==> src/hw/rtl/spm_pkg.sv <==
// Shared constants, types and codes for the signature profile matcher.
package spm_pkg;

  localparam int MAX_SIGS      = 64;
  localparam int MAX_BODY      = 32;
  localparam int MAX_PROFILES  = 32;
  localparam int PROFILE_SLOTS = 8;

  localparam int HIST_LEN   = MAX_BODY + 2;
  localparam int HIST_AW    = $clog2(HIST_LEN);
  localparam int SIG_AW     = $clog2(MAX_SIGS);
  localparam int PROF_AW    = $clog2(MAX_PROFILES);
  localparam int BODY_AW    = $clog2(MAX_BODY);
  localparam int SLOT_AW    = $clog2(PROFILE_SLOTS);
  localparam int LEN_W      = $clog2(MAX_BODY + 1);
  localparam int PLEN_W     = $clog2(PROFILE_SLOTS + 1);
  localparam int SIG_CNT_W  = 7;
  localparam int PROF_CNT_W = 6;
  localparam int LIMIT_W    = 18;
  localparam int MEMBER_W   = 6;

  localparam logic [LIMIT_W-1:0] DEFAULT_SCAN_LIMIT = LIMIT_W'(256000);

  typedef logic [7:0] byte_t;
  typedef byte_t [MAX_BODY-1:0] body_row_t;
  typedef logic [MEMBER_W-1:0] member_t;
  typedef member_t [PROFILE_SLOTS-1:0] member_row_t;

  typedef struct packed {
    logic shift;
    logic clear;
  } cell_ctl_t;

  typedef enum logic [1:0] {
    ST_IDLE,
    ST_SIG,
    ST_PROF,
    ST_PUT
  } state_t;

  localparam logic [2:0] REQ_LOAD_SIG  = 3'd0;
  localparam logic [2:0] REQ_LOAD_PROF = 3'd1;
  localparam logic [2:0] REQ_START     = 3'd2;
  localparam logic [2:0] REQ_BYTE      = 3'd3;
  localparam logic [2:0] REQ_EOF       = 3'd4;

  localparam logic [1:0] CFG_SIG_COUNT  = 2'd0;
  localparam logic [1:0] CFG_PROF_COUNT = 2'd1;
  localparam logic [1:0] CFG_SCAN_LIMIT = 2'd2;

  localparam logic [1:0] VERDICT_NONE  = 2'd0;
  localparam logic [1:0] VERDICT_CLEAN = 2'd1;
  localparam logic [1:0] VERDICT_MATCH = 2'd2;

endpackage

==> src/hw/rtl/spm_cell.sv <==
// One history cell: holds one folded byte and checks it against the signature under test.
module spm_cell (
  input  logic                       clk,
  input  spm_pkg::cell_ctl_t         ctl,
  input  logic [spm_pkg::HIST_AW-1:0] cell_pos,
  input  spm_pkg::byte_t             shift_in,
  input  logic [spm_pkg::LEN_W-1:0]  sig_len,
  input  logic [15:0]                sig_first,
  input  spm_pkg::body_row_t         sig_body,
  output spm_pkg::byte_t             hist,
  output logic                       match
);
  import spm_pkg::*;

  logic [HIST_AW-1:0] diff;
  logic [BODY_AW-1:0] body_idx;
  logic [HIST_AW:0]   pos_x;
  logic [HIST_AW:0]   len_x;
  byte_t              expected;
  logic               care;

  always_ff @(posedge clk) begin
    if (ctl.clear) begin
      hist <= '0;
    end else if (ctl.shift) begin
      hist <= shift_in;
    end
  end

  // Body byte k sits at history position len-1-k; the first word follows it.
  always_comb begin
    pos_x    = {1'b0, cell_pos};
    len_x    = (HIST_AW + 1)'(sig_len);
    diff     = HIST_AW'(sig_len) - HIST_AW'(1) - cell_pos;
    body_idx = diff[BODY_AW-1:0];
    care     = 1'b1;
    if (pos_x < len_x) begin
      expected = sig_body[body_idx] - 8'd1;
    end else if (pos_x == len_x) begin
      expected = sig_first[15:8];
    end else if (pos_x == len_x + (HIST_AW + 1)'(1)) begin
      expected = sig_first[7:0];
    end else begin
      expected = '0;
      care     = 1'b0;
    end
    match = !care || (hist == expected);
  end

endmodule

==> config.mk <==
export PLATFORM = sky130hd
export DESIGN_NAME = spm_cell
export DESIGN_NICKNAME = d
export VERILOG_FILES = /design/src/hw/rtl/spm_pkg.sv /design/src/hw/rtl/spm_cell.sv
export SDC_FILE = /design/constraint.sdc
export NUM_CORES = 1
export LEC_CHECK = 0
export ABC_AREA = 0
export BUFFER_PORTS_ARGS = -buffer_cell sky130_fd_sc_hd__buf_2
export CAP_MARGIN = 15
export CORE_AREA = 2 2 118 120
export DETAILED_ROUTE_END_ITERATION = 16
export DIE_AREA = 0 0 120 122
export PLACE_DENSITY = 0.61
export SKIP_CTS_REPAIR_TIMING = 1
export SLEW_MARGIN = 30
export SYNTH_ARGS = -nofsm -noshare
export SYNTH_HDL_FRONTEND = slang
export SYNTH_SLANG_ARGS = --single-unit
==> constraint.sdc <==
create_clock -name clk -period 8.7 [get_ports clk]
set_input_delay 0 -clock clk [delete_from_list [all_inputs] [get_ports clk]]
set_output_delay 0 -clock clk [all_outputs]
set_load 0.02 [all_outputs]
==> results.toml <==
[floorplanning]
die_h_um = 122
ios = 304
die_width_um = 120
core_um2 = 13500
rows = 43
start_util_pct = 28.2
dieArea_um2 = 14600

[detailed_routing]
wire_per_inst_um = 17.9
vias = 4432
drt_iter0_markers = 175
wirelength_mm = 15.2
ant_nets = 0
drc = 0
vias_per_cell = 5.24
firstDrtPassIters = 4

[place]
dpl.cell_count = 842
place.gp.congestion = 0.846
dp_hpwl_mm = 13.0
dpl_cell_area_um2 = 5400
io_buffers = 303
dp_slack_ns = 3.36

[run]
cap_violations = 0

[logic_synthesis]
seq_area_frac_synth_pct = 4.21
ys_async_sr_fraction_pct = 0
synth_area_um2 = 3810
synthTopCellsByArea = "mux4_2 (25%), mux2i_1 (17%), dfxtp_1 (4.2%)"
postSynthNetCount = 695
synth_flop_cell = "dfxtp_1"
synth.avg_cell_area_um2 = 9.84
synth_common_cells = "mux2i_1 (64), mux4_2 (43), nor2_1 (26), nand4_1 (19), nand2_1 (17)"
yosysMostFrequentCell = "mux2i_1"
synth_cell_type_count = 57
synth_top_area_share_pct = 25.4
synthCells = 387
ys_seq_elements = 8
yosysTopAreaCell = "mux4_2"
synth_edf_count = 0
yosys_warnings = 0

[power]
pwr-share-seq_pct = 6.8
ir_drop_mv = 0.0451
p_comb_share_pct = 80.8
p_leak_nw = 2.70
powerDensity_nw_per_um2 = 112
clkPwrFrac_pct = 12.4
switchingPower_w = 0.000262
switching_share_pct = 42.7
p_int_w = 0.000353

[clock_network]
clkLatencyLatePin_ns = 0.23
clk_pin_slew_ns = 0.04
htree_num_levels = 1
cts_buffers = 3
cts.sinks = 8
clock-root-buffer = "clkbuf_16"
cts_max_path_buffers = 2
cts_tree = "yes"

[grt]
grt_overflow = 0
grt_pass1_wl_mm = 22.6
grt_max_degree = 57
grtUsageTotal_pct = 19.6
grt_pass1_vias = 4446
antenna_found_initial = 2

[run_status]
status = "completed"

[setup_path]
end_kind = "primary output"
cp-start-kind = "input port"
critPathArrivalTime_ns = 5.28
r2r_cells = 2
path_max_fanout = 51
regToRegStartpoint = "hist[6]"
r2r_slack_ns = 8.00
path_class = "input port to primary output"
r2r-end = "hist[6]"
critical_path.startpoint = "cell_pos[0]"
worstPathRequired_ns = 8.70

[final_layout]
fin_area_um2 = 5470
layout-drive-gt1-share_pct = 57.1
fin_cells = 846
regMostFlops = "hist"
synthToLayoutAreaGrowth_pct = 43.8
utilization_pct = 40.5
nets = 975
largest_reg_flops = 8
reg_top3 = "hist (8)"

[sta]
report.final.setup_viol = 0
final.setup.tns_ns = 0
timing.fmax_mhz = 189
final_hold_viol_count = 0
clock_skew_ns = 0
fin_crit_sh_pct = 60.7
fin_crit_ns = 5.28
rsz0062_at_grt = "false"
worstMarginPinSlew_ns = 0.877
layout_setup_ws_ns = 3.42
relSlewSlack_pct = 41.5
slew_viol_final = 0

[hold_path]
hold_start = "shift_in[3]"
hp-class = "input port to flop"
hold_depth = 3
min_to = "hist[3]"
## critical path, cell delays in order
cell	delay, ns
buf_2	0.09
inv_1	0.10
ha_1	0.20
inv_1	0.06
fa_4	1.31
buf_4	0.63
mux2_2	0.41
nor2_1	0.09
a21oi_1	0.05
mux4_2	0.50
mux2i_1	0.33
ha_1	0.31
o21ai_0	0.12
a31oi_1	0.21
xor2_1	0.16
nand4_1	0.11
a211oi_1	0.20
a31o_1	0.17
buf_2	0.16
## kinds of logic (layout without fill, tap and decap cells)
| logic type | count (synthesis) | in the layout | synth area share, % |
|---|---|---|---|
| multiplexers | 127 | 127 | 51.2 |
| AND/OR/NAND/NOR | 109 | 109 | 15.4 |
| AO/OA/AOI/OAI | 67 | 67 | 12.6 |
| buffers and inverters | 45 | 323 | 7.20 |
| XOR/XNOR | 18 | 18 | 4.83 |
| adder cells (fa/ha/maj) | 13 | 13 | 4.47 |
| flip-flops | 8 | 8 | 4.21 |
| other | 0 | 1 | 0 |
## routing by layer
metal	vias to the layer above	GRT usage [%]	part of all wire, %
li1	2125	-	-
met1	2073	26.6	42
met2	214	33.1	49
met3	20	2.06	7.1
met4	0	5.51	2.1
met5	-	0	0
## cell usage in the layout, fill, tap and decap left out, types with 6 or more instances in the layout
cell type / count
a211oi_1: 9
a21oi_1: 11
buf_2: 303
dfxtp_1: 8
ha_1: 11
inv_1: 12
mux2_2: 9
mux2i_1: 64
mux4_1: 6
mux4_2: 43
nand2_1: 17
nand3_1: 12
nand4_1: 19
nor2_1: 26
o211ai_1: 8
o21ai_0: 8
xnor2_1: 8
xor2_1: 7
## metrics by stage
| stage | total power [W] | hold WS [ns] |
|---|---|---|
| 2_1_floorplan | 0.000404 | 0.148 |
| 3_3_place_gp | 0.000542 | 0.237 |
| 3_5_place_dp | 0.000543 | 0.241 |
| 4_1_cts | 0.000622 | 0.00513 |
| 5_1_grt | 0.000668 | 0.0225 |
| 6_report | 0.000615 | 0.00833 |
## power by group through the flow
stage	registers [W]	clock network, W	logic [W]
floorplan	0.0000444	0	0.000360
global placement	0.0000423	0	0.000500
detailed placement	0.0000423	0	0.000501
CTS	0.0000417	0.0000776	0.000503
global route	0.0000422	0.0000799	0.000546
finish	0.0000418	0.0000766	0.000497
## layout make-up
class / instances / area, um^2
antenna: 1 / 2.50
inverter: 12 / 45.0
fill: 1389 / 8030
timing repair buffer: 308 / 1550
sequential: 8 / 160
multi-input combinational: 334 / 3410
clock buffer: 3 / 75.1
tap: 180 / 225
## worst max-delay path by stage
| stage | to | slack [ns] | depth (start not counted) |
|---|---|---|---|
| after detailed placement | match | 3.36 | 19 |
| final | match | 3.42 | 19 |
| after global placement | match | 3.45 | 19 |
| after CTS | match | 3.36 | 19 |
| after global routing | match | 3.03 | 19 |
| after floorplan | match | 5.01 | 19 |
No activity file was read; power rests on OpenSTA's default activity.
